[src/hw/rtl/kda_pkg.sv]
`timescale 1ns / 1ps

package kda_pkg;

   localparam logic [7:0] BTN_RESET = 8'h01;
   localparam logic [7:0] BTN_ENTER = 8'h02;
   localparam logic [7:0] BTN_UP    = 8'h04;
   localparam logic [7:0] BTN_DOWN  = 8'h08;

   localparam logic [6:0] CODE_UP      = 7'h75;
   localparam logic [6:0] CODE_DOWN    = 7'h64;
   localparam logic [6:0] CODE_KILL    = 7'h6B;
   localparam logic [6:0] CODE_C       = 7'h63;
   localparam logic [6:0] CODE_S       = 7'h73;
   localparam logic [6:0] CODE_P       = 7'h70;
   localparam logic [6:0] CODE_T       = 7'h74;
   localparam logic [6:0] CODE_RELEASE = 7'h72;
   localparam logic [6:0] CODE_FUNC    = 7'h66;

   localparam logic [2:0] REG_SCAN_SLOTS     = 3'd0;
   localparam logic [2:0] REG_DEBOUNCE_SCANS = 3'd1;
   localparam logic [2:0] REG_RAMP_START     = 3'd2;
   localparam logic [2:0] REG_RAMP_END       = 3'd3;
   localparam logic [2:0] REG_RAMP_STEP      = 3'd4;

   localparam logic [3:0] MAX_SLOTS = 4'd8;

   typedef struct packed {
      logic [3:0] scan_slots;
      logic [7:0] debounce_scans;
      logic [7:0] ramp_start;
      logic [7:0] ramp_end;
      logic [7:0] ramp_step;
   } kda_cfg_type;

   typedef struct packed {
      logic       accept;
      logic       code_valid;
      logic [6:0] code;
      logic [7:0] accepted;
   } kda_scan_type;

   typedef struct packed {
      logic       hit;
      logic [6:0] code;
   } kda_lookup_type;

   function automatic kda_lookup_type kda_lookup(input logic [7:0] pattern);
      kda_lookup_type r;
      r.hit  = 1'b1;
      r.code = '0;
      case (pattern)
         BTN_UP:                      r.code = CODE_UP;
         BTN_DOWN:                    r.code = CODE_DOWN;
         BTN_RESET:                   r.code = CODE_KILL;
         BTN_UP | BTN_RESET:          r.code = CODE_C;
         BTN_DOWN | BTN_RESET:        r.code = CODE_S;
         BTN_UP | BTN_DOWN | BTN_RESET: r.code = CODE_P;
         BTN_UP | BTN_ENTER:          r.code = CODE_T;
         default:                     r.hit  = 1'b0;
      endcase
      return r;
   endfunction

endpackage

[src/hw/rtl/kda_req_if.sv]
`timescale 1ns / 1ps

interface kda_req_if;
   logic       valid;
   logic       ready;
   logic [7:0] strobe_mask;
   logic       pin_pressed;

   modport source (output valid, output strobe_mask, output pin_pressed, input ready);
   modport sink   (input valid, input strobe_mask, input pin_pressed, output ready);
endinterface

[src/hw/rtl/kda_rsp_if.sv]
`timescale 1ns / 1ps

interface kda_rsp_if;
   logic       valid;
   logic       ready;
   logic       key_valid;
   logic [6:0] key_code;
   logic       restart_timeout;

   modport source (output valid, output key_valid, output key_code,
                   output restart_timeout, input ready);
   modport sink   (input valid, input key_valid, input key_code,
                   input restart_timeout, output ready);
endinterface

[src/hw/rtl/kda_scan.sv]
`timescale 1ns / 1ps

module kda_scan
   import kda_pkg::*;
(
   input  logic         clock,
   input  logic         reset,
   input  logic         advance,
   input  logic [7:0]   strobe_mask,
   input  logic         pin_pressed,
   input  kda_cfg_type  cfg,
   input  logic         function_fired,
   output kda_scan_type scan
);

   logic [7:0] accum_ff, accum_in;
   logic [2:0] slot_ff, slot_in;
   logic [7:0] stable_ff, stable_in;
   logic [7:0] debounce_ff, debounce_in;
   logic [7:0] accepted_ff, accepted_in;

   logic [7:0]     accum_or;
   logic [3:0]     limit;
   logic [3:0]     slot_next;
   logic           close;
   logic [7:0]     debounce_load;
   kda_lookup_type lookup;

   always_comb begin
      accum_or      = pin_pressed ? (accum_ff | strobe_mask) : accum_ff;
      limit         = (cfg.scan_slots > MAX_SLOTS) ? MAX_SLOTS : cfg.scan_slots;
      slot_next     = {1'b0, slot_ff} + 4'd1;
      close         = (slot_next >= limit);
      accum_in      = accum_or;
      slot_in       = slot_next[2:0];
      stable_in     = stable_ff;
      debounce_in   = debounce_ff;
      accepted_in   = accepted_ff;
      debounce_load = debounce_ff;
      lookup        = kda_lookup(accum_or);
      scan.accept     = 1'b0;
      scan.code_valid = 1'b0;
      scan.code       = '0;
      if (close) begin
         slot_in  = '0;
         accum_in = '0;
         if (accum_or != stable_ff) begin
            debounce_load = cfg.debounce_scans;
            stable_in     = accum_or;
         end
         debounce_in = (debounce_load != 8'd0) ? (debounce_load - 8'd1) : 8'd0;
         lookup      = kda_lookup(stable_in);
         if ((accepted_ff != stable_in) && (debounce_in == 8'd0)) begin
            scan.accept     = 1'b1;
            scan.code_valid = lookup.hit;
            scan.code       = lookup.code;
            if ((accepted_ff == BTN_ENTER) && (stable_in == 8'd0) && !function_fired) begin
               scan.code_valid = 1'b1;
               scan.code       = CODE_RELEASE;
            end
            accepted_in = stable_in;
         end
      end
      scan.accepted = accepted_in;
   end

   always_ff @(posedge clock) begin
      if (reset) begin
         accum_ff    <= '0;
         slot_ff     <= '0;
         stable_ff   <= '0;
         debounce_ff <= '0;
         accepted_ff <= '0;
      end else if (advance) begin
         accum_ff    <= accum_in;
         slot_ff     <= slot_in;
         stable_ff   <= stable_in;
         debounce_ff <= debounce_in;
         accepted_ff <= accepted_in;
      end
   end

endmodule

[src/hw/rtl/kda_repeat.sv]
`timescale 1ns / 1ps

module kda_repeat
   import kda_pkg::*;
(
   input  logic         clock,
   input  logic         reset,
   input  logic         advance,
   input  kda_cfg_type  cfg,
   input  kda_scan_type scan,
   output logic         function_fired,
   output logic         key_valid,
   output logic [6:0]   key_code,
   output logic         restart_timeout
);

   logic [7:0] count_ff, count_in;
   logic [7:0] interval_ff, interval_in;
   logic       fired_ff, fired_in;

   logic [7:0]  count0;
   logic [7:0]  interval0;
   logic [7:0]  interval1;
   logic [11:0] interval_x11;
   logic [11:0] start_x10;

   always_comb begin
      count0      = scan.accept ? 8'd0 : count_ff;
      interval0   = scan.accept ? cfg.ramp_start : interval_ff;
      fired_in    = (scan.accept && (scan.accepted == 8'd0)) ? 1'b0 : fired_ff;
      count_in    = count0;
      interval_in = interval0;
      interval1   = interval0;
      if (interval0 > cfg.ramp_end) begin
         interval1 = (interval0 > cfg.ramp_step) ? (interval0 - cfg.ramp_step) : 8'd0;
      end
      interval_x11    = {4'd0, interval1} * 12'd11;
      start_x10       = {4'd0, cfg.ramp_start} * 12'd10;
      key_valid       = scan.code_valid;
      key_code        = scan.code;
      restart_timeout = scan.accept;
      if (scan.accepted != 8'd0) begin
         if (count0 < interval0) begin
            count_in = count0 + 8'd1;
         end else begin
            count_in        = '0;
            interval_in     = interval1;
            restart_timeout = 1'b1;
            case (scan.accepted)
               BTN_DOWN: begin
                  key_valid = 1'b1;
                  key_code  = CODE_DOWN;
               end
               BTN_UP: begin
                  key_valid = 1'b1;
                  key_code  = CODE_UP;
               end
               BTN_ENTER: begin
                  if (interval_x11 <= start_x10) begin
                     key_valid   = 1'b1;
                     key_code    = CODE_FUNC;
                     interval_in = cfg.ramp_start;
                     fired_in    = 1'b1;
                  end
               end
               default: begin
               end
            endcase
         end
      end
      if (!key_valid) begin
         key_code = '0;
      end
   end

   assign function_fired = fired_ff;

   always_ff @(posedge clock) begin
      if (reset) begin
         count_ff    <= '0;
         interval_ff <= '0;
         fired_ff    <= 1'b0;
      end else if (advance) begin
         count_ff    <= count_in;
         interval_ff <= interval_in;
         fired_ff    <= fired_in;
      end
   end

endmodule

[src/hw/rtl/keypad_debounce_autorepeat_core.sv]
`timescale 1ns / 1ps

// Keypad debounce and auto-repeat core. Each req transaction is one scan tick
// (strobe mask and pin level); the core takes one tick per clock while the rsp
// channel is not stalled. A tick is held in an input register, and the scan,
// debounce and repeat state is then updated in a single pass that fills the
// result register. Ticks that raise neither a key code nor a timeout restart
// give no rsp transaction. A stalled rsp channel holds the pipeline once the
// result register is full. Write the csr registers only while idle: index 0
// scan_slots, 1 debounce_scans, 2 ramp_start, 3 ramp_end, 4 ramp_step.
module keypad_debounce_autorepeat_core
   import kda_pkg::*;
(
   input  logic       clock,
   input  logic       reset,
   kda_req_if.sink    req_chan,
   kda_rsp_if.source  rsp_chan,
   input  logic       csr_we,
   input  logic [2:0] csr_index,
   input  logic [7:0] csr_wdata
);

   kda_cfg_type cfg_ff;

   logic       in_valid_ff;
   logic [7:0] in_strobe_ff;
   logic       in_pin_ff;

   logic       out_valid_ff;
   logic       out_key_valid_ff;
   logic [6:0] out_key_code_ff;
   logic       out_restart_ff;

   logic         advance;
   logic         function_fired;
   logic         key_valid;
   logic [6:0]   key_code;
   logic         restart_timeout;
   kda_scan_type scan;

   assign advance        = in_valid_ff && (!out_valid_ff || rsp_chan.ready);
   assign req_chan.ready = !in_valid_ff || advance;

   always_ff @(posedge clock) begin
      if (reset) begin
         cfg_ff.scan_slots     <= 4'd4;
         cfg_ff.debounce_scans <= 8'd3;
         cfg_ff.ramp_start     <= 8'd100;
         cfg_ff.ramp_end       <= 8'd20;
         cfg_ff.ramp_step      <= 8'd10;
      end else if (csr_we) begin
         case (csr_index)
            REG_SCAN_SLOTS:     cfg_ff.scan_slots     <= csr_wdata[3:0];
            REG_DEBOUNCE_SCANS: cfg_ff.debounce_scans <= csr_wdata;
            REG_RAMP_START:     cfg_ff.ramp_start     <= csr_wdata;
            REG_RAMP_END:       cfg_ff.ramp_end       <= csr_wdata;
            REG_RAMP_STEP:      cfg_ff.ramp_step      <= csr_wdata;
            default: begin
            end
         endcase
      end
   end

   always_ff @(posedge clock) begin
      if (reset) begin
         in_valid_ff <= 1'b0;
      end else if (req_chan.ready) begin
         in_valid_ff <= req_chan.valid;
      end
   end

   always_ff @(posedge clock) begin
      if (req_chan.ready) begin
         in_strobe_ff <= req_chan.strobe_mask;
         in_pin_ff    <= req_chan.pin_pressed;
      end
   end

   kda_scan u_scan (
      .clock          (clock),
      .reset          (reset),
      .advance        (advance),
      .strobe_mask    (in_strobe_ff),
      .pin_pressed    (in_pin_ff),
      .cfg            (cfg_ff),
      .function_fired (function_fired),
      .scan           (scan)
   );

   kda_repeat u_repeat (
      .clock           (clock),
      .reset           (reset),
      .advance         (advance),
      .cfg             (cfg_ff),
      .scan            (scan),
      .function_fired  (function_fired),
      .key_valid       (key_valid),
      .key_code        (key_code),
      .restart_timeout (restart_timeout)
   );

   always_ff @(posedge clock) begin
      if (reset) begin
         out_valid_ff <= 1'b0;
      end else if (advance) begin
         out_valid_ff <= key_valid || restart_timeout;
      end else if (rsp_chan.ready) begin
         out_valid_ff <= 1'b0;
      end
   end

   always_ff @(posedge clock) begin
      if (advance) begin
         out_key_valid_ff <= key_valid;
         out_key_code_ff  <= key_code;
         out_restart_ff   <= restart_timeout;
      end
   end

   assign rsp_chan.valid           = out_valid_ff;
   assign rsp_chan.key_valid       = out_key_valid_ff;
   assign rsp_chan.key_code        = out_key_code_ff;
   assign rsp_chan.restart_timeout = out_restart_ff;

endmodule

[src/flat_wrapper.sv]
// flat-port wrapper written by rule: the top's interface ports become plain ports
module keypad_debounce_autorepeat_core_flat import kda_pkg::*;
  (clock, reset, csr_we, csr_index, csr_wdata, req_chan_valid, req_chan_strobe_mask, req_chan_pin_pressed, req_chan_ready, rsp_chan_valid, rsp_chan_key_valid, rsp_chan_key_code, rsp_chan_restart_timeout, rsp_chan_ready);
  kda_req_if req_chan_i ();
  kda_rsp_if rsp_chan_i ();
  input  logic clock;
  input  logic reset;
  input  logic csr_we;
  input  logic [2:0] csr_index;
  input  logic [7:0] csr_wdata;
  input wire logic [$bits(req_chan_i.valid)-1:0] req_chan_valid;
  input wire logic [$bits(req_chan_i.strobe_mask)-1:0] req_chan_strobe_mask;
  input wire logic [$bits(req_chan_i.pin_pressed)-1:0] req_chan_pin_pressed;
  output wire logic [$bits(req_chan_i.ready)-1:0] req_chan_ready;
  output wire logic [$bits(rsp_chan_i.valid)-1:0] rsp_chan_valid;
  output wire logic [$bits(rsp_chan_i.key_valid)-1:0] rsp_chan_key_valid;
  output wire logic [$bits(rsp_chan_i.key_code)-1:0] rsp_chan_key_code;
  output wire logic [$bits(rsp_chan_i.restart_timeout)-1:0] rsp_chan_restart_timeout;
  input wire logic [$bits(rsp_chan_i.ready)-1:0] rsp_chan_ready;
  assign req_chan_i.valid = req_chan_valid;
  assign req_chan_i.strobe_mask = req_chan_strobe_mask;
  assign req_chan_i.pin_pressed = req_chan_pin_pressed;
  assign req_chan_ready = req_chan_i.ready;
  assign rsp_chan_valid = rsp_chan_i.valid;
  assign rsp_chan_key_valid = rsp_chan_i.key_valid;
  assign rsp_chan_key_code = rsp_chan_i.key_code;
  assign rsp_chan_restart_timeout = rsp_chan_i.restart_timeout;
  assign rsp_chan_i.ready = rsp_chan_ready;
  keypad_debounce_autorepeat_core u_core (.clock(clock), .reset(reset), .req_chan(req_chan_i), .rsp_chan(rsp_chan_i), .csr_we(csr_we), .csr_index(csr_index), .csr_wdata(csr_wdata));
endmodule
[config.mk]
export PLATFORM = sky130hd
export DESIGN_NAME = keypad_debounce_autorepeat_core_flat
export DESIGN_NICKNAME = d
export VERILOG_FILES = /design/src/hw/rtl/kda_pkg.sv /design/src/hw/rtl/kda_req_if.sv /design/src/hw/rtl/kda_rsp_if.sv /design/src/hw/rtl/kda_scan.sv /design/src/hw/rtl/kda_repeat.sv /design/src/hw/rtl/keypad_debounce_autorepeat_core.sv /design/src/flat_wrapper.sv
export SDC_FILE = /design/constraint.sdc
export NUM_CORES = 1
export LEC_CHECK = 0
export BUFFER_PORTS_ARGS = -buffer_cell sky130_fd_sc_hd__buf_2
export CAP_MARGIN = 20
export CORE_MARGIN = 4
export CORE_UTILIZATION = 31
export CTS_CLUSTER_SIZE = 12
export DETAILED_ROUTE_END_ITERATION = 7
export GPL_TIMING_DRIVEN = 0
export PLACE_DENSITY_LB_ADDON = 0.12
export SYNTH_ARGS = -nofsm -noshare
export SYNTH_HDL_FRONTEND = slang
export SYNTH_SLANG_ARGS = --single-unit
[constraint.sdc]
create_clock -name clock -period 9.3 [get_ports clock]
set_input_delay 0.93 -clock clock [delete_from_list [all_inputs] [get_ports clock]]
set_output_delay 0.93 -clock clock [all_outputs]
set_load 0.03 [all_outputs]
==> impl_results.md <==
* Seq/Total Area, Yosys at 0.309
* Worst stage delay on the critical path at 0.48 ns
* Hold Buf Count CTS at 0
* Cell taking the most area after synthesis: dfxtp_1
* H-tree depth at 3
* Initial DRC Count at 355
* Worst slew pin tran at 0.886 ns
* Die Width at 163 µm
* Crit start category: register
* Number of placed I/O pins at 36
* Netlist cell types at 75
* Initial Util at 0.317
* Hpwl dp at 16.5 mm
* Clock latency on the worst-skew pair at 0.36 ns
* Setup Slack @ Placement at -2.28 ns
* Gr ovfl total at 0
* CTS buffer count at 9
* Met1 Use GR at 0.232
* RSZ-0062 raised after global routing: true
* Post-layout instance area at 0.00960 mm²
* Hold path startpoint: u_core.cfg_ff[11]$_SDFFE_PP0P_
* Final min period at 9.73 ns
* R2R Path Start: u_core.in_pin_ff$_DFFE_PP_
* DRT Wirelength at 22.5 mm
* Crit path from: u_core.in_pin_ff$_DFFE_PP_
* Gr usage total at 0.173
* Worst Slack Setup Final at -0.426 ns
* Setup Skew at 0.00753 ns
* Type of the worst setup path: reg -> reg
* Initial antenna violation count at 0
* Slowest cell on crit path: or4b_4
* Synth top area cells: dfxtp_1, ha_1, edfxtp_1
* Clk slew on worst S/H paths at 0.08 ns
* DR DRC count at 0
* Via density at 5.07
* Final net count at 1106
* Cells after Synth at 887
* Critical path peak fanout at 6
* Yosys top cell area share at 0.240
* Maximum clock path buffer count at 2
* Leak pwr at 3.85 nW
* CTS tree: built
* Worst R2R Setup Slack at -0.43 ns
* Met3 Use GR at 0.0303
* Area grow syn2layout at 28.1%
* Power Density at 120 mW/mm²
* Placed insts at 1241
* Post-Syn Area at 0.00749 mm²
* CP arrival at 9.97 ns
* Core area at 0.0236 mm²
* WL per Instance at 17.0 µm
* Pins Over Slew Limit at 0
* Synth Flop Type: dfxtp_1
* Hold Path Class: reg -> reg
* Largest net degree at the start of global routing at 20
* Routed vias at 6723
* Non-filler cells, final at 1326
* GR peak layer: met2
* Layout cell share with drive strength beyond 1 at 0.239
* RD Place Congestion at 0.854
* EDFF count, synth at 17
* FP Rows at 56
* Mean post-synth cell area at 8.45 µm²
* Die Footprint at 0.0267 mm²
* Drt pass-1 iters at 4
* Crit. End Element: register
* YS warnings at 0
* Antenna Cells at 0
* Final period util at 1.05
* Final setup vio count at 15
* Max Clk Rate at 103 MHz
* Clk sink count at 107
* First-pass GRT wire length at 36.8 mm
* Status: complete, but fails checks
* WP data required at 9.54 ns
* VDD IR max at 64.7 µV
* Failing checks: negative setup slack
* Vias in the first global route at 6838
* Fin. Hold Viols at 0
* Placed Instance Area at 0.00817 mm²
* Max-cap viol count at 0
* Hold slack final at 0.454 ns
* Post-synth ARST share at 0
* IO buf count at 35
* Syn nets at 991
* Post-route ant nets at 0
* Die Ht at 163 µm
* Root Buffer: clkbuf_16
* Yosys reg bits at 107
* Layout fillers at 2411
* Worst relative slew slack at 0.410
* Met2 GRT Util at 0.286
layout by cell type, fill, tap and decap left out, drive strengths merged, types with 8 or more instances in the layout:
cell type  count
a211oi        21
a21o          19
a21oi         68
a31oi          8
and2          13
buf          115
clkbuf        32
dfxtp         90
edfxtp        17
ha            72
inv           61
mux2i         30
nand2         86
nand2b        12
nand3         24
nand4         10
nor2          94
nor2b          8
nor3          27
o211ai        10
o21ai         35
o31ai         11
xnor2         29
xor2          14
where the power goes:
part           switching [mW]  internal [mW]
Combinational           0.149          0.108
Clock                   0.193          0.214
Sequential             0.0102          0.480
Total                   0.352          0.803
what timing repair did:
| item | 4_1_cts | 5_1_grt |
|---|---|---|
| cloned | 1 | 0 |
| setup endpoints to repair | 15 | 15 |
| resized for setup | 109 | 22 |
| setup buffers | 54 | 15 |
| pin swaps | 51 | 41 |
synth_stat cells (3+ instances only):
| cell | count |
|---|---|
| edfxtp_1 | 17 |
| clkbuf_1 | 24 |
| nand2_1 | 85 |
| nor4_1 | 4 |
| o31ai_1 | 10 |
| a21oi_2 | 5 |
| ha_1 | 72 |
| o21ai_0 | 34 |
| a211oi_1 | 19 |
| a21oi_1 | 63 |
| and2_1 | 13 |
| o211ai_1 | 10 |
| xor2_1 | 14 |
| nor2b_1 | 8 |
| buf_2 | 5 |
| nor3_1 | 24 |
| a31oi_1 | 8 |
| a22oi_1 | 3 |
| or4_1 | 7 |
| and3_1 | 7 |
| fa_1 | 7 |
| nand2b_1 | 12 |
| inv_1 | 59 |
| xnor2_1 | 29 |
| nor2_1 | 92 |
| o21bai_1 | 3 |
| or3_1 | 7 |
| mux2_2 | 6 |
| nand3_1 | 24 |
| and4_1 | 3 |
| buf_1 | 3 |
| nor4_4 | 3 |
| mux2i_1 | 30 |
| a211o_1 | 4 |
| a221o_1 | 3 |
| o22ai_2 | 3 |
| nand4_1 | 10 |
| dfxtp_1 | 90 |
| a21o_1 | 18 |
| a32oi_1 | 3 |
flip-flops by register name, indices dropped and copies added (netlist names), 3 cells and up:
name and count:
u_core.cfg_ff 36, u_core.in_strobe_ff 8, u_core.u_scan.accum_ff 8, u_core.rsp_chan.key_code 6, u_core.u_scan.accepted_ff 8, u_core.u_repeat.count_ff 8, u_core.u_scan.slot_ff 3, u_core.u_scan.debounce_ff 8
u_core.u_scan.stable_ff 8, u_core.u_repeat.interval_ff 8
worst max-delay path, delay by kind of cell (launching register included):
| kind | cells | cell delay [ns] |
|---|---|---|
| buffers and inverters | 11 | 1.42 |
| AOI/OAI and AO/OA | 13 | 2.87 |
| muxes | 3 | 0.57 |
| and+or+nand+nor | 10 | 2.26 |
| xor gates and xnor gates | 2 | 0.25 |
| adders and majority gates | 6 | 1.82 |
| DFF | 1 | 0.38 |
cell families after synthesis:
kind of cell,count (synthesis),synth area share
AND/OR/NAND/NOR,314,0.210
XOR/XNOR,43,0.0503
flip-flops,107,0.309
adder cells (fa/ha/maj),79,0.139
buffers and inverters,93,0.0484
multiplexers,36,0.0491
AO/OA/AOI/OAI,215,0.195
layer usage:
metal / part of all wire / routed length [µm] / vias to the layer above
li1: - / - / 3424
met1: 0.48 / 10800 / 3144
met2: 0.46 / 10400 / 126
met3: 0.039 / 872 / 29
met4: 0.023 / 508 / 0
met5: 0 / 0 / -
layout make-up:
class,instances,area (µm²),area share
multi-input cells,687,5440,0.566
flip-flops and latches,107,2310,0.241
repair buffers,105,713,0.0743
well taps,319,399,0.0416
inverters,59,229,0.0238
clock buffers,9,225,0.0234
plain buffers,33,201,0.0210
clock inverters,7,86.3,0.00899
worst paths after layout:
| check | end | cells after the start |
|---|---|---|
| setup / recovery | u_core.u_repeat.interval_ff[6]$_SDFFE_PP0P_ | 45 |
| hold / removal | u_core.cfg_ff[11]$_SDFFE_PP0P_ | 2 |
| hold reg to reg | u_core.cfg_ff[11]$_SDFFE_PP0P_ | 2 |
| setup reg to reg | u_core.u_repeat.interval_ff[6]$_SDFFE_PP0P_ | 45 |
per-stage QoR:
stage	utilization	TNS [ns]	total power, mW
detailed placement	0.346	-31.80	0.707
global route	0.407	-12.13	1.22
floorplan	-	0	0.648
CTS	0.397	-2.21	1.16
global placement	0.346	-32.89	0.708
finish	0.407	-5.17	1.15
(Power assumes the default switching activity.)
